[config.mk]
export PLATFORM = sky130hd
export DESIGN_NAME = varint_byte_stream_decoder_top
export DESIGN_NICKNAME = d
export VERILOG_FILES = /design/src/rtl/core/vbsd_pkg.sv /design/src/rtl/core/vbsd_in_reg.sv /design/src/rtl/core/vbsd_decode.sv /design/src/rtl/core/varint_byte_stream_decoder_top.sv
export SDC_FILE = /design/constraint.sdc
export NUM_CORES = 1
export LEC_CHECK = 0
export BUFFER_PORTS_ARGS = -buffer_cell sky130_fd_sc_hd__buf_2
export CAP_MARGIN = 20
export CORE_UTILIZATION = 45
export DETAILED_ROUTE_END_ITERATION = 10
export PLACE_DENSITY = 0.62
export SYNTH_ARGS = -nofsm -noshare
export SYNTH_HDL_FRONTEND = slang
export SYNTH_SLANG_ARGS = --single-unit
[constraint.sdc]
create_clock -name i_clk -period 11.1 [get_ports i_clk]
set_input_delay 1.665 -clock i_clk [delete_from_list [all_inputs] [get_ports i_clk]]
set_output_delay 1.665 -clock i_clk [all_outputs]
set_load 0.01 [all_outputs]
[src/rtl/core/vbsd_pkg.sv]
package vbsd_pkg;

    localparam int unsigned BYTE_W  = 8;
    localparam int unsigned VALUE_W = 32;
    localparam int unsigned OWED_W  = 3;
    localparam int unsigned NIB_W   = 4;

    // form code held in bits 5:4 of a multi-byte header
    localparam logic [1:0] FORM_FOLLOW1 = 2'b00;
    localparam logic [1:0] FORM_FOLLOW2 = 2'b01;
    localparam logic [1:0] FORM_FOLLOW3 = 2'b10;
    localparam logic [1:0] FORM_WORD    = 2'b11;

    // top two header bits for the short negative form
    localparam logic [1:0] HDR_NEG = 2'b11;

    localparam logic [OWED_W-1:0] OWED_NONE = '0;
    localparam logic [OWED_W-1:0] OWED_ONE  = OWED_W'(1);
    localparam logic [OWED_W-1:0] OWED_TWO  = OWED_W'(2);
    localparam logic [OWED_W-1:0] OWED_THREE = OWED_W'(3);
    localparam logic [OWED_W-1:0] OWED_FOUR = OWED_W'(4);

    typedef struct packed {
        logic [BYTE_W-1:0] byte_in;
        logic              is_last;
    } t_in_beat;

    typedef struct packed {
        logic [VALUE_W-1:0] value;
        logic               truncated;
    } t_result;

endpackage

[src/rtl/core/vbsd_in_reg.sv]
module vbsd_in_reg (
    input  logic              i_clk,
    input  logic              i_rst_n,
    input  logic              i_valid,
    output logic              o_ready,
    input  vbsd_pkg::t_in_beat i_beat,
    output logic              o_valid,
    input  logic              i_take,
    output vbsd_pkg::t_in_beat o_beat
);
    import vbsd_pkg::*;

    logic     r_valid;
    logic     n_valid;
    t_in_beat r_beat;

    // a held beat frees its slot in the same cycle the decoder takes it
    assign o_ready = !r_valid || i_take;
    assign o_valid = r_valid;
    assign o_beat  = r_beat;

    always_comb begin
        n_valid = r_valid;
        if (o_ready) begin
            n_valid = i_valid;
        end
    end

    always_ff @(posedge i_clk) begin
        if (!i_rst_n) begin
            r_valid <= 1'b0;
        end else begin
            r_valid <= n_valid;
        end
    end

    always_ff @(posedge i_clk) begin
        if (o_ready && i_valid) begin
            r_beat <= i_beat;
        end
    end

endmodule

[src/rtl/core/vbsd_decode.sv]
module vbsd_decode (
    input  logic               i_clk,
    input  logic               i_rst_n,
    input  logic               i_valid,
    output logic               o_take,
    input  vbsd_pkg::t_in_beat i_beat,
    output logic               o_valid,
    input  logic               i_ready,
    output vbsd_pkg::t_result  o_result
);
    import vbsd_pkg::*;

    logic [OWED_W-1:0]  r_owed;
    logic [OWED_W-1:0]  n_owed;
    logic [VALUE_W-1:0] r_acc;
    logic [VALUE_W-1:0] n_acc;
    logic               r_out_valid;
    logic               n_out_valid;
    t_result            r_result;
    logic               emit;
    t_result            res;
    logic [BYTE_W-1:0]  b;
    logic [VALUE_W-1:0] shifted;
    logic [OWED_W-1:0]  owed_dec;

    assign b        = i_beat.byte_in;
    assign shifted  = {r_acc[VALUE_W-BYTE_W-1:0], b};
    assign owed_dec = r_owed - OWED_ONE;

    // decoder moves only when the result slot is free or draining
    assign o_take   = i_valid && (!r_out_valid || i_ready);
    assign o_valid  = r_out_valid;
    assign o_result = r_result;

    always_comb begin
        emit      = 1'b0;
        res.value = '1;
        res.truncated = 1'b0;
        n_owed    = r_owed;
        n_acc     = r_acc;
        if (r_owed == OWED_NONE) begin
            if (!b[BYTE_W-1]) begin
                emit      = 1'b1;
                res.value = {{(VALUE_W-BYTE_W){1'b0}}, b};
            end else if (b[BYTE_W-1 -: 2] == HDR_NEG) begin
                emit      = 1'b1;
                res.value = {{(VALUE_W-BYTE_W){1'b1}}, b};
            end else begin
                n_acc = {{(VALUE_W-NIB_W){1'b0}}, b[NIB_W-1:0]};
                unique case (b[5:4])
                    FORM_FOLLOW1: n_owed = OWED_ONE;
                    FORM_FOLLOW2: n_owed = OWED_TWO;
                    FORM_FOLLOW3: n_owed = OWED_THREE;
                    FORM_WORD: begin
                        n_owed = OWED_FOUR;
                        n_acc  = '0;
                    end
                    default: n_owed = OWED_FOUR;
                endcase
                if (i_beat.is_last) begin
                    emit          = 1'b1;
                    res.truncated = 1'b1;
                end
            end
        end else begin
            n_acc  = shifted;
            n_owed = owed_dec;
            if (owed_dec == OWED_NONE) begin
                emit      = 1'b1;
                res.value = shifted;
            end else if (i_beat.is_last) begin
                emit          = 1'b1;
                res.truncated = 1'b1;
            end
        end
        if (emit) begin
            n_owed = OWED_NONE;
            n_acc  = '0;
        end
    end

    always_comb begin
        n_out_valid = r_out_valid;
        if (r_out_valid && i_ready) begin
            n_out_valid = 1'b0;
        end
        if (o_take && emit) begin
            n_out_valid = 1'b1;
        end
    end

    always_ff @(posedge i_clk) begin
        if (!i_rst_n) begin
            r_owed      <= OWED_NONE;
            r_acc       <= '0;
            r_out_valid <= 1'b0;
        end else begin
            if (o_take) begin
                r_owed <= n_owed;
                r_acc  <= n_acc;
            end
            r_out_valid <= n_out_valid;
        end
    end

    always_ff @(posedge i_clk) begin
        if (o_take && emit) begin
            r_result <= res;
        end
    end

endmodule

[src/rtl/core/varint_byte_stream_decoder_top.sv]
// variable-length integer decoder for a byte stream
// input channel s_axis: one encoded byte per beat in tdata, tlast marks the
// final byte of a buffer; after a tlast beat the next byte is a new header
// output channel m_axis: one decoded signed 32-bit value per beat in tdata,
// tuser is the truncation flag (value is then all ones)
// a header byte 0..127 or 192..255 gives its value on its own; longer forms
// give a beat only once their last follow byte arrives, or on a tlast byte
// that leaves the value short
// a result beat reaches m_axis through the input register, then the result
// register, after the byte that completes it is accepted
// throughput: one byte per cycle while m_axis does not stall, set by the single
// decode step between the input register and the result register
// when m_axis stalls the result register holds its beat; one more byte is
// buffered in the input register, then s_axis_tready drops
// reset clears the byte count, the accumulator and both valid flags
module varint_byte_stream_decoder_top (
    input  logic        i_clk,
    input  logic        i_rst_n,
    input  logic        s_axis_tvalid,
    output logic        s_axis_tready,
    input  logic [7:0]  s_axis_tdata,   // [7:0] byte_in
    input  logic        s_axis_tlast,   // is_last
    output logic        m_axis_tvalid,
    input  logic        m_axis_tready,
    output logic [31:0] m_axis_tdata,   // [31:0] value
    output logic        m_axis_tuser    // [0] truncated
);
    import vbsd_pkg::*;

    t_in_beat in_beat;
    t_in_beat held_beat;
    logic     held_valid;
    logic     dec_take;
    t_result  result;

    assign in_beat.byte_in = s_axis_tdata;
    assign in_beat.is_last = s_axis_tlast;

    vbsd_in_reg u_in_reg (
        .i_clk   (i_clk),
        .i_rst_n (i_rst_n),
        .i_valid (s_axis_tvalid),
        .o_ready (s_axis_tready),
        .i_beat  (in_beat),
        .o_valid (held_valid),
        .i_take  (dec_take),
        .o_beat  (held_beat)
    );

    vbsd_decode u_decode (
        .i_clk    (i_clk),
        .i_rst_n  (i_rst_n),
        .i_valid  (held_valid),
        .o_take   (dec_take),
        .i_beat   (held_beat),
        .o_valid  (m_axis_tvalid),
        .i_ready  (m_axis_tready),
        .o_result (result)
    );

    assign m_axis_tdata = result.value;
    assign m_axis_tuser = result.truncated;

endmodule

==> Flow_metrics.wiki <==
{| class="wikitable"
! Metric !! Value
|-
| Launching point of the worst reg2reg path || u_decode.r_owed[0]
|-
| Max FO, Critical Path || 3
|-
| Required arrival time at the worst endpoint || about 9400 ps
|-
| Gates resized, CTS repair || 0
|-
| DRC violation total after the first TritonRoute iteration || 85
|-
| First-pass GRT wire length || 7650 um
|-
| Power spent charging and discharging nets || between 0.0001 and 0.00015 W
|-
| Max IR drop VDD || between 90 and 100 uV
|-
| Type of the worst min-delay path || reg -> reg
|-
| Switching power share of the total || 20.4%
|-
| Final setup violating endpoints || 0
|-
| Longest Clk Path Bufs || 2
|-
| Global-route congestion overflow total || 0
|-
| Seq cells post-synth || 71
|-
| Non-Filler Cell Area, Final || 3290 sq um
|-
| Outcome || complete, no violations
|-
| Number of antenna violations at the first check in global routing || 0
|-
| Final clock skew || about 4.8 ps
|-
| Core Footprint || between 5000 and 6000 sq um
|-
| Die area || between 6000 and 7000 sq um
|-
| Count of unique library cells instantiated by Yosys || 32
|-
| Initial Utilization || 48.0%
|-
| Final hold violations || 0
|-
| Number of non-filler instances in the completed layout || between 300 and 400
|-
| Number of antenna cells inserted || 0
|-
| TritonCTS clock tree || yes
|-
| CP max-delay cell || sky130_fd_sc_hd__nor2b_1
|-
| Post-Synthesis Cells || 190
|-
| Delay contributed by the slowest stage of the critical path || about 170 ps
|-
| Fill cell total of the finished layout || between 400 and 500
|-
| Clock-pin slew reported for the worst setup and hold paths after clock tree synthesis || 70 ps
|-
| Synth-to-Final Area Change || 20.6%
|-
| Hold-fix buffers, CTS || 0
|-
| DRT Wirelength || 4580 um
|-
| Number of global-route vias before repair || between 1500 and 2000
|-
| Leakage || roughly 1.4 nW
|-
| Critical path cell sequence || buf_2, nor2b_1, nand2_1, buf_2
|-
| Final critical delay including setup and external delays || around 3800 ps
|-
| Worst slew margin || ~41%
|-
| Max-slew violation total from the final report || 0
|-
| Area taken by multi-input logic gates || roughly 820 sq um
|-
| CTS root buffer || sky130_fd_sc_hd__clkbuf_8
|-
| Post-Synthesis Cell Area || about 2700 sq um
|-
| Overall power consumption || 0.000569 W
|-
| Area post-placement || between 3000 and 4000 sq um
|-
| Final total negative setup slack || 0 ps
|-
| Number of clock buffers inserted by TritonCTS || 9
|-
| Floorplan die height || about 80 um
|-
| Rows || 27
|-
| Setup fix buffers added after clock tree synthesis || 0
|-
| Endpoint kind of the worst setup timing path || primary output
|-
| Clock network fraction of total power || between 40% and 50%
|-
| Maximum number of pins on one net before global-route repair || 34
|-
| Clock latency of the later-clocked register in the worst-skew pair || about 330 ps
|-
| Drt pass-1 iters || 4
|-
| Arrival time at the worst endpoint || between 2000 and 2500 ps
|-
| Synth Warn # || 0
|-
| Number of H-tree branching levels || 3
|-
| Comb pwr share || 6.3%
|-
| Detailed-placement wirelength estimate || 2920 um
|-
| Final worst-path cycle share || roughly 34%
|-
| Fraction of layout cells with a size suffix above 1 || 28.6%
|-
| Total number of nets in the final design || 260
|-
| CP Buf/Inv Count || 2
|-
| Number of input and output port buffers inserted || 47
|-
| Most common cell on crit path || sky130_fd_sc_hd__buf_2
|-
| Number of ports placed on the die boundary || 48
|-
| Synth Net Count || 210
|-
| Post-synthesis area per instance || between 10 and 15 sq um
|-
| DRC || 0
|-
| Setup repair after global routing missed its margin || no
|-
| Transition time at the pin with the least slew margin || around 900 ps
|-
| GRT Resource Usage Total || 16.4%
|-
| Routability cong. || ~0.73
|-
| Sequential share of power || approximately 52%
|-
| Dominant delay contributor by cell family on the critical path || simple AND/OR/NAND/NOR gates
|-
| Sequential area share after synthesis || between 60 and 70%
|-
| Hold Path Origin || u_decode.r_owed[1]
|-
| Sequential Area || ~1800 sq um
|-
| Type of origin of the critical path || input port
|-
| Fmax || around 0.26 GHz
|-
| # Max-Cap Violations || 0
|-
| Remaining number of nets flagged by the antenna check after routing || 0
|-
| Mean routed wirelength per cell || roughly 14 um
|-
| Pint || approximately 0.00045 W
|-
| Inst Count DP || 300
|-
| Number of vias after detailed routing || ~1700
|-
| Crit path from || m_axis_tready
|-
| Chip width || approximately 80 um
|-
| CTS sink cnt || 71
|-
| Critical path class || in -> out
|-
| Vias per cell || approximately 5.2
|-
| Power density of the placed cells || between 150 and 200 nW/um^2
|}
## registers in the layout (all words and copies together), names as in the netlist
signal / count
u_decode.o_valid: 1
u_in_reg.o_valid: 1
u_in_reg.o_beat: 9
u_decode.r_acc: 24
u_decode.o_result: 33
u_decode.r_owed: 3
## metal layers
layer  wire length (um)  track usage [%]  vias to the layer above
met1               2230             22.3                      770
met5                  0                0                        -
met3                223             5.26                       12
met4                113             8.93                        0
li1                   -                -                      820
met2               2010             22.9                       54
## final timing paths
kind / to / slack [ps] / depth (start not counted)
min reg2reg: u_decode.r_owed[1] / 470 / 2
max: s_axis_tready / 7270 / 4
min: u_decode.r_owed[1] / 470 / 2
max reg2reg: u_decode.o_result[29] / 8470 / 6
## synthesized netlist by cell type (all sizes together)
cell type | count | share of area (%)
o21ai | 2 | 0.37
dfxtp | 29 | 21
nor3b | 1 | 0.28
or4b | 1 | 0.50
ha | 7 | 3.2
clkbuf | 3 | 0.41
buf | 7 | 1.3
edfxtp | 42 | 46
mux2i | 1 | 0.37
o211ai | 1 | 0.28
a21oi | 4 | 0.73
nor3 | 1 | 0.18
nor2 | 1 | 0.14
and2 | 4 | 0.92
o31ai | 1 | 0.28
and3 | 1 | 0.23
o211a | 2 | 0.73
a22o | 25 | 8.0
a31o | 1 | 0.32
a211oi | 1 | 0.46
or2 | 7 | 1.6
nand2 | 4 | 0.55
o2111ai | 1 | 0.96
o41ai | 1 | 0.32
nand2b | 3 | 0.69
o21a | 1 | 0.28
nand3 | 2 | 0.37
nor2b | 3 | 0.69
a21o | 24 | 6.6
a2111oi | 1 | 0.55
inv | 8 | 1.1
## per-stage QoR
stage	hold slack, ps	setup slack (ps)	util, %
floorplan	443	7130	-
global placement	459	7290	53.3
detailed placement	463	7270	53.3
CTS	481	7270	57.5
global route	490	7200	57.9
finish	475	7270	57.9
## cells by family after synthesis
| kind of cell | synth area share (%) |
|---|---|
| adder cells (fa/ha/maj) | 3.21 |
| AO/OA/AOI/OAI | 19.9 |
| buffers and inverters | 2.80 |
| multiplexers | 0.367 |
| flip-flops | 67.6 |
| AND/OR/NAND/NOR | 6.15 |
## cell usage in the layout (no fill, tap or decap), drive strengths merged
cell type,n
a22o,25
and2,4
clkinv,3
o211a,2
dfxtp,29
nand2b,3
a21o,24
a2111oi,1
or2,7
a31o,1
clkbuf,10
nor3,1
o41ai,1
and3,1
nor2b,3
or4b,1
o21a,1
buf,49
a21oi,4
bufinv,3
nor2,1
edfxtp,42
inv,8
nor3b,1
o21ai,2
a211oi,1
o2111ai,1
nand3,2
nand2,4
o211ai,1
o31ai,1
mux2i,1
ha,7
## tightest hold or removal path: cells and delay by family, from the launching register on
kind	cells	cell delay, ps
compound gates	1	60
simple gates	1	60
flops	1	310
## layout make-up
type                    count  share of cell area (%)
multi-input cells         101                    24.9
flip-flops and latches     71                    56.0
clock buffers              10                    3.88
inverters                   8                   0.913
clock inverters             6                    3.31
well taps                  72                    2.74
repair buffers             49                    8.22
## power groups by stage
stage	Sequential (W)	Clock [W]	Combinational [W]
2_1_floorplan	0.000302	0	0.0000185
3_3_place_gp	0.000299	0	0.0000346
3_5_place_dp	0.000299	0	0.0000351
4_1_cts	0.000293	0.000246	0.0000353
5_1_grt	0.000294	0.000256	0.0000401
6_report	0.000293	0.000240	0.0000359
Power figures use the tool's default switching activity.
